`src/hdl/nqfq_pkg.sv`:
```
// ----------------------------------------------------------------------------
// nqfq_pkg
// Shared constants and types for the fixed-queen N-queens solution counter.
// ----------------------------------------------------------------------------
package nqfq_pkg;

  localparam int MAX_SIZE_DEF = 12;   // default largest board side
  localparam int BOARD_W      = 4;    // width of the board side register
  localparam int POS_W        = 4;    // width of a queen row or column
  localparam int POS_CMP_W    = 5;    // compare width for position checks
  localparam int COUNT_W      = 14;   // width of the solution count

  localparam logic [BOARD_W-1:0] BOARD_RESET = 4'd8;
  localparam logic [COUNT_W-1:0] COUNT_MAX   = '1;

  typedef enum logic [1:0] {
    ST_IDLE,
    ST_TRY,
    ST_POP
  } state_t;

endpackage

```
`src/hdl/nqfq_probe.sv`:
```
// ----------------------------------------------------------------------------
// nqfq_probe
// Shared square probe: decodes a (row, column) square into its column and
// diagonal mask bits and flags a clash with the current masks.
// ----------------------------------------------------------------------------
module nqfq_probe #(
  parameter int  MAX_SIZE = 12,
  localparam int RC_W     = $clog2(MAX_SIZE + 1),
  localparam int DIAG_N   = 2 * MAX_SIZE - 1,
  localparam int DIAG_W   = (DIAG_N > 1) ? $clog2(DIAG_N) : 1
) (
  input  logic [RC_W-1:0]     row,
  input  logic [RC_W-1:0]     col,
  input  logic [MAX_SIZE-1:0] col_used,
  input  logic [DIAG_N-1:0]   down_used,
  input  logic [DIAG_N-1:0]   up_used,
  output logic [MAX_SIZE-1:0] col_bit,
  output logic [DIAG_N-1:0]   down_bit,
  output logic [DIAG_N-1:0]   up_bit,
  output logic                conflict
);

  logic [DIAG_W-1:0] down_idx;
  logic [DIAG_W-1:0] up_idx;

  // down diagonal is row - col, offset so it never goes negative
  assign down_idx = DIAG_W'(row) + DIAG_W'(MAX_SIZE - 1) - DIAG_W'(col);
  assign up_idx   = DIAG_W'(row) + DIAG_W'(col);

  assign col_bit  = MAX_SIZE'(1) << col;
  assign down_bit = DIAG_N'(1) << down_idx;
  assign up_bit   = DIAG_N'(1) << up_idx;

  assign conflict = (|(col_bit & col_used)) | (|(down_bit & down_used)) |
                    (|(up_bit & up_used));

endmodule

```
`src/hdl/n_queens_fixed_queen_counter.sv`:
```
// ----------------------------------------------------------------------------
// n_queens_fixed_queen_counter
// Counts every N-queens placement that includes one given queen, by an
// iterative backtracking search over a column stack.
// ----------------------------------------------------------------------------
//  channel   signals                                   transaction when
//  request   start, busy, queen_row, queen_col         start && !busy
//  result    done, solution_count, solution_exists,    done (one cycle)
//            bad_position
//  config    cfg_valid, cfg_ready, board_size          cfg_valid && cfg_ready
//
//  Busy stays high while the search tests columns, runs rows out of columns,
//  passes the given queen's row, counts full boards and steps back rows, and
//  through the final step to finish; done then follows. The search makes one
//  square probe per cycle. An off-board position gives done the next cycle
//  with busy kept low. Reset is synchronous, active high, and restores a board
//  side of 8. The receiver cannot stall: done is one cycle.
// ----------------------------------------------------------------------------
module n_queens_fixed_queen_counter
  import nqfq_pkg::*;
#(
  parameter int MAX_SIZE = MAX_SIZE_DEF
) (
  input  logic               clk,
  input  logic               rst,
  input  logic               start,
  output logic               busy,
  input  logic [POS_W-1:0]   queen_row,
  input  logic [POS_W-1:0]   queen_col,
  output logic               done,
  output logic [COUNT_W-1:0] solution_count,
  output logic               solution_exists,
  output logic               bad_position,
  input  logic               cfg_valid,
  output logic               cfg_ready,
  input  logic [BOARD_W-1:0] board_size
);

  localparam int RC_W   = $clog2(MAX_SIZE + 1);
  localparam int IDX_W  = (MAX_SIZE > 1) ? $clog2(MAX_SIZE) : 1;
  localparam int DIAG_N = 2 * MAX_SIZE - 1;

  state_t state, state_next;

  logic [BOARD_W-1:0]  board_reg;
  logic [RC_W-1:0]     side, side_next;
  logic [RC_W-1:0]     fixed_row, fixed_row_next;
  logic [RC_W-1:0]     row, row_next;
  logic [RC_W-1:0]     col, col_next;
  logic [MAX_SIZE-1:0] col_used, col_used_next;
  logic [DIAG_N-1:0]   down_used, down_used_next;
  logic [DIAG_N-1:0]   up_used, up_used_next;
  logic [COUNT_W-1:0]  count, count_next;
  logic                exists_next, bad_next, done_next;
  logic [IDX_W-1:0]    stack [MAX_SIZE];
  logic                stack_we;

  logic [RC_W-1:0]     op_row, op_col;
  logic [RC_W-1:0]     prev_row;
  logic [IDX_W-1:0]    prev_col;
  logic [MAX_SIZE-1:0] col_bit;
  logic [DIAG_N-1:0]   down_bit, up_bit;
  logic                conflict;
  logic [RC_W-1:0]     side_in;
  logic                pos_bad;
  logic                accept;

  assign accept   = start && !busy;
  assign prev_row = row - RC_W'(1);
  assign prev_col = stack[prev_row[IDX_W-1:0]];

  // clamp the configured side to the largest board built
  assign side_in = (POS_CMP_W'(board_reg) > POS_CMP_W'(MAX_SIZE)) ?
                   RC_W'(MAX_SIZE) : RC_W'(board_reg);
  assign pos_bad = (POS_CMP_W'(queen_row) >= POS_CMP_W'(side_in)) ||
                   (POS_CMP_W'(queen_col) >= POS_CMP_W'(side_in));

  nqfq_probe #(
    .MAX_SIZE (MAX_SIZE)
  ) u_probe (
    .row       (op_row),
    .col       (op_col),
    .col_used  (col_used),
    .down_used (down_used),
    .up_used   (up_used),
    .col_bit   (col_bit),
    .down_bit  (down_bit),
    .up_bit    (up_bit),
    .conflict  (conflict)
  );

  // next state
  always_comb begin
    state_next = state;
    case (state)
      ST_IDLE: begin
        if (accept && !pos_bad) state_next = ST_TRY;
      end
      ST_TRY: begin
        if (row == side) begin
          state_next = ST_POP;
        end else if (row != fixed_row && col == side) begin
          state_next = ST_POP;
        end
      end
      ST_POP: begin
        if (row == '0) begin
          state_next = ST_IDLE;
        end else if (prev_row != fixed_row) begin
          state_next = ST_TRY;
        end
      end
      default: state_next = ST_IDLE;
    endcase
  end

  // outputs and probe operand selection
  always_comb begin
    busy      = 1'b1;
    cfg_ready = 1'b0;
    op_row    = row;
    op_col    = col;
    case (state)
      ST_IDLE: begin
        busy      = 1'b0;
        cfg_ready = 1'b1;
        op_row    = RC_W'(queen_row);
        op_col    = RC_W'(queen_col);
      end
      ST_TRY: begin
        op_row = row;
        op_col = col;
      end
      ST_POP: begin
        op_row = prev_row;
        op_col = RC_W'(prev_col);
      end
      default: begin
        busy = 1'b1;
      end
    endcase
  end

  // datapath
  always_comb begin
    side_next      = side;
    fixed_row_next = fixed_row;
    row_next       = row;
    col_next       = col;
    col_used_next  = col_used;
    down_used_next = down_used;
    up_used_next   = up_used;
    count_next     = count;
    exists_next    = solution_exists;
    bad_next       = bad_position;
    done_next      = 1'b0;
    stack_we       = 1'b0;
    case (state)
      ST_IDLE: begin
        if (accept) begin
          side_next      = side_in;
          fixed_row_next = RC_W'(queen_row);
          row_next       = '0;
          col_next       = '0;
          count_next     = '0;
          col_used_next  = col_bit;
          down_used_next = down_bit;
          up_used_next   = up_bit;
          if (pos_bad) begin
            done_next   = 1'b1;
            exists_next = 1'b0;
            bad_next    = 1'b1;
          end
        end
      end
      ST_TRY: begin
        if (row == side) begin
          // full board: count it and back off
          if (count != COUNT_MAX) count_next = count + COUNT_W'(1);
        end else if (row == fixed_row) begin
          row_next = row + RC_W'(1);
          col_next = '0;
        end else if (col != side) begin
          if (!conflict) begin
            col_used_next  = col_used | col_bit;
            down_used_next = down_used | down_bit;
            up_used_next   = up_used | up_bit;
            stack_we       = 1'b1;
            row_next       = row + RC_W'(1);
            col_next       = '0;
          end else begin
            col_next = col + RC_W'(1);
          end
        end
      end
      ST_POP: begin
        if (row == '0) begin
          done_next   = 1'b1;
          exists_next = (count != '0);
          bad_next    = 1'b0;
        end else if (prev_row == fixed_row) begin
          row_next = prev_row;
        end else begin
          // lift the queen of the row above and try its next column
          col_used_next  = col_used & ~col_bit;
          down_used_next = down_used & ~down_bit;
          up_used_next   = up_used & ~up_bit;
          row_next       = prev_row;
          col_next       = RC_W'(prev_col) + RC_W'(1);
        end
      end
      default: begin
        done_next = 1'b0;
      end
    endcase
  end

  always_ff @(posedge clk) begin
    if (rst) begin
      state     <= ST_IDLE;
      board_reg <= BOARD_RESET;
      done      <= 1'b0;
    end else begin
      state <= state_next;
      done  <= done_next;
      if (cfg_valid && cfg_ready) board_reg <= board_size;
    end
  end

  always_ff @(posedge clk) begin
    side            <= side_next;
    fixed_row       <= fixed_row_next;
    row             <= row_next;
    col             <= col_next;
    col_used        <= col_used_next;
    down_used       <= down_used_next;
    up_used         <= up_used_next;
    count           <= count_next;
    solution_exists <= exists_next;
    bad_position    <= bad_next;
    if (stack_we) stack[row[IDX_W-1:0]] <= IDX_W'(col);
  end

  assign solution_count = count;

endmodule

```
`config.mk`:
```
export PLATFORM = sky130hd
export DESIGN_NAME = n_queens_fixed_queen_counter
export DESIGN_NICKNAME = d
export VERILOG_FILES = /design/src/hdl/nqfq_pkg.sv /design/src/hdl/nqfq_probe.sv /design/src/hdl/n_queens_fixed_queen_counter.sv
export SDC_FILE = /design/constraint.sdc
export NUM_CORES = 1
export LEC_CHECK = 0
export ABC_AREA = 1
export BUFFER_PORTS_ARGS = -buffer_cell sky130_fd_sc_hd__buf_4
export CAP_MARGIN = 20
export CORE_MARGIN = 1.5
export CORE_UTILIZATION = 30
export DETAILED_ROUTE_END_ITERATION = 10
export SYNTH_ARGS = -nofsm -noshare
export SYNTH_HDL_FRONTEND = slang
export SYNTH_SLANG_ARGS = --single-unit
```
`constraint.sdc`:
```
create_clock -name clk -period 9.1 [get_ports clk]
set_input_delay 0.455 -clock clk [delete_from_list [all_inputs] [get_ports clk]]
set_output_delay 0.455 -clock clk [all_outputs]
set_load 0.05 [all_outputs]
```
==> out/metrics.yaml <==
worst_setup_path:
  critical_path_peak_fanout: 39
  number_of_cells_on_the_worst_reg_to_reg_path: 29
  critical_path.max_stage_delay_ns: 0.60
  worst_r2r_endpoint: "down_used[7]"
  critPathSlowestCell: "sky130_fd_sc_hd__a21oi_4"
  critical_path.most_common_cell: "sky130_fd_sc_hd__nand2_1"
  timing.critical_path.from_type: "flip-flop"
  startpoint: "row[0]"
  critPathCaptureType: "flip-flop"
  critPathCapture: "down_used[7]"
  critical_path.reg2reg.startpoint: "row[0]"
  worst_ep_required_time_ns: 9.22
  cp_data_arrival_time_ns: 6.67
  r2r_slack_ns: 2.54
  criticalPathCategory: "reg2reg"
synthesis:
  synth_seq_cells: 145
  syn-instance-count: 1112
  syn-mean-instance-area_sq_um: 8.304
  synth-seq-area-share_pct: 46.40
  synth_fp_nets: 1163
  synthDistinctLibCells: 42
  ys.warnings.count: 0
  synth_area_sq_um: 9234
sta:
  slew_headroom_pct: 33.65
  final_count_of_hold_timing_violations: 0
  max_freq_ghz: 0.1525
  rsz_0062_raised_after_global_routing: "no"
  timing_max_transition_violations_final: 0
  fin_worst_skew_ns: 0.01155
  min_tclk_post_route_ns: 6.557
  setup_total_negative_slack_ns: 0
  crit_share_post_route_pct: 72.06
  final-setup-viol-count: 0
  slew_worst_pin_ns: 0.9929
cells_and_area:
  antenna-diode-count: 0
  final_layout_size_suffix_gt1_share_pct: 11.95
  nNetsFinal: 1176
  area_delta_synth_final_pct: 13.28
  max_ffs_per_register: 48
floorplan:
  die_width_microns: 178.4
  die_h_microns: 178.4
  coreArea_sq_um: 30430
  num_rows: 64
  starting_density_pct: 30.35
  design.die.area_sq_um: 31840
  top_level_ports: 35
route:
  drc: 0
  drt-vias-per-instance: 4.991
  wl_microns: 23160
  routed_wire_per_std_cell_microns: 15.10
  initialDrtViolationCount: 703
  ant_nets: 0
  first_pass_iters: 6
  num_vias: 7656
cts:
  max-clock-path-buffers: 2
  worstSkewPairLatency_ns: 0.43
  total_clock_buffers_created_by_cts: 17
  cts.repair.resized: 0
  clock-sinks: 145
  cts_tree: "yes"
  post_cts_buffers: 0
  holdBufCountCts: 0
  number_of_levels_in_the_clock_h_tree: 4
  clkSlewWorstSetupHoldPaths_ns: 0.07
  root_buffer: "sky130_fd_sc_hd__clkbuf_16"
min_path:
  worst_hold_path_type: "in2reg"
placed_design:
  port_buffers: 34
  place_congestion: 0.8481
  dp.final_hpwl_microns: 16400
outcome:
  run_status: "complete, no violations"
grt:
  grt_pass1_vias: 7116
  largest_net_degree_at_the_start_of_global_routing: 61
  grtUsageTotal_pct: 15.00
  grt.overflow.total: 0
  first_pass_grt_wire_length_microns: 37270
  initial_antenna_violation_count: 0
flow_run:
  max_cap_viol_count: 0
==> per-layer routing <==
metal | GRT usage [%] | up-vias | wire length [microns]
met5 | 0 | - | 0
met4 | 5.104 | 0 | 465
met3 | 2.643 | 29 | 979
met2 | 24.45 | 180 | 10820
met1 | 19.99 | 3623 | 10900
li1 | - | 3824 | -
==> how the worst min path moves through the flow <==
stage	depth (start not counted)	slack, ns	start	end
3_5_place_dp	0	0.44	board_reg[3]	side[3]
6_report	2	0.18	rst	done
5_1_grt	2	0.16	rst	done
4_1_cts	2	0.17	rst	done
2_1_floorplan	2	0.45	board_reg[0]	board_reg[0]
3_3_place_gp	0	0.43	board_reg[3]	side[3]
==> final cells by class <==
cell class	count	area, sq um
Clock buffer	17	425.4
Timing Repair Buffer	42	351.6
Sequential cell	145	4284
Inverter	128	488.0
Fill cell	3138	19970
Clock inverter	15	197.7
Multi-Input combinational cell	791	4218
Tap cell	396	495.5
==> per-stage QoR <==
step / setup WS, ns / hold WS (ns) / instances / util (%) / area [sq um]
4_1_cts: 2.505 / 0.1687 / 1533 / 34.34 / 10450
3_3_place_gp: 2.795 / 0.4349 / 1500 / 32.20 / 9798
2_1_floorplan: 1.529 / 0.4483 / 1112 / - / 9234
5_1_grt: 1.887 / 0.1631 / 1534 / 34.38 / 10460
6_report: 2.543 / 0.1809 / 1534 / 34.38 / 10460
3_5_place_dp: 2.529 / 0.4421 / 1501 / 32.29 / 9826
==> worst max-delay path: cells and delay by family, from the launching register on <==
family	cells	cell delay (ns)
AOI/OAI and AO/OA	2	0.86
adders and majority gates	2	0.83
buffers and inverters	3	0.92
DFF	1	0.40
and+or+nand+nor	22	3.19
==> logic make-up after synthesis <==
group	synth area share [%]
adders and majority gates	4.905
xor gates and xnor gates	1.707
DFF	46.40
AOI/OAI and AO/OA	12.74
buffers and inverters	8.157
and+or+nand+nor	26.10
==> cells in the mapped netlist <==
cell type                  instances  area share, %
sky130_fd_sc_hd__a211o_1           2           0.19
sky130_fd_sc_hd__a211oi_1          2           0.16
sky130_fd_sc_hd__a21boi_0          1          0.081
sky130_fd_sc_hd__a21o_1           18            1.5
sky130_fd_sc_hd__a21oi_1          97            5.3
sky130_fd_sc_hd__a22oi_1          26            2.1
sky130_fd_sc_hd__a31o_2            1          0.095
sky130_fd_sc_hd__a41oi_1           1          0.095
sky130_fd_sc_hd__and2_1            1          0.068
sky130_fd_sc_hd__and3_1            2           0.14
sky130_fd_sc_hd__buf_1             3           0.12
sky130_fd_sc_hd__buf_2             8           0.43
sky130_fd_sc_hd__buf_4             6           0.49
sky130_fd_sc_hd__buf_6             7           0.85
sky130_fd_sc_hd__clkbuf_1         24           0.98
sky130_fd_sc_hd__clkinv_1          3           0.12
sky130_fd_sc_hd__dfxtp_1           7            1.5
sky130_fd_sc_hd__edfxtp_1        138             45
sky130_fd_sc_hd__fa_1              2           0.43
sky130_fd_sc_hd__ha_1             33            4.5
sky130_fd_sc_hd__inv_1           112            4.6
sky130_fd_sc_hd__inv_2            10           0.41
sky130_fd_sc_hd__inv_4             3           0.20
sky130_fd_sc_hd__nand2_1         224            9.1
sky130_fd_sc_hd__nand2_2           9           0.61
sky130_fd_sc_hd__nand2_4           5           0.61
sky130_fd_sc_hd__nand3_1         111            6.0
sky130_fd_sc_hd__nand3_2           8           0.87
sky130_fd_sc_hd__nand3_4           1           0.19
sky130_fd_sc_hd__nand4_1          20            1.4
sky130_fd_sc_hd__nor2_1          107            4.3
sky130_fd_sc_hd__nor2_2           16            1.1
sky130_fd_sc_hd__nor2_4            1           0.12
sky130_fd_sc_hd__nor3_1           15           0.81
sky130_fd_sc_hd__nor4_1            6           0.41
sky130_fd_sc_hd__nor4b_1           1          0.095
sky130_fd_sc_hd__o211ai_1          2           0.16
sky130_fd_sc_hd__o21ai_0          56            3.0
sky130_fd_sc_hd__o31ai_1           1          0.081
sky130_fd_sc_hd__or2_2             4           0.27
sky130_fd_sc_hd__xnor2_1           2           0.19
sky130_fd_sc_hd__xor2_1           16            1.5
==> cells in the final DEF (no fill, tap or decap), types with 8 or more instances in the layout <==
cell	instances
sky130_fd_sc_hd__a21o_1	18
sky130_fd_sc_hd__a21oi_1	96
sky130_fd_sc_hd__a22oi_1	26
sky130_fd_sc_hd__buf_4	39
sky130_fd_sc_hd__clkbuf_16	17
sky130_fd_sc_hd__edfxtp_1	138
sky130_fd_sc_hd__ha_1	31
sky130_fd_sc_hd__inv_1	112
sky130_fd_sc_hd__inv_2	10
sky130_fd_sc_hd__nand2_1	224
sky130_fd_sc_hd__nand2_2	9
sky130_fd_sc_hd__nand3_1	111
sky130_fd_sc_hd__nand3_2	8
sky130_fd_sc_hd__nand4_1	20
sky130_fd_sc_hd__nor2_1	107
sky130_fd_sc_hd__nor2_2	16
sky130_fd_sc_hd__nor3_1	14
sky130_fd_sc_hd__o21ai_0	56
sky130_fd_sc_hd__xor2_1	16
Power is not shown: default switching activity piles up to over one toggle a cycle in this logic, so the estimate is an artifact.
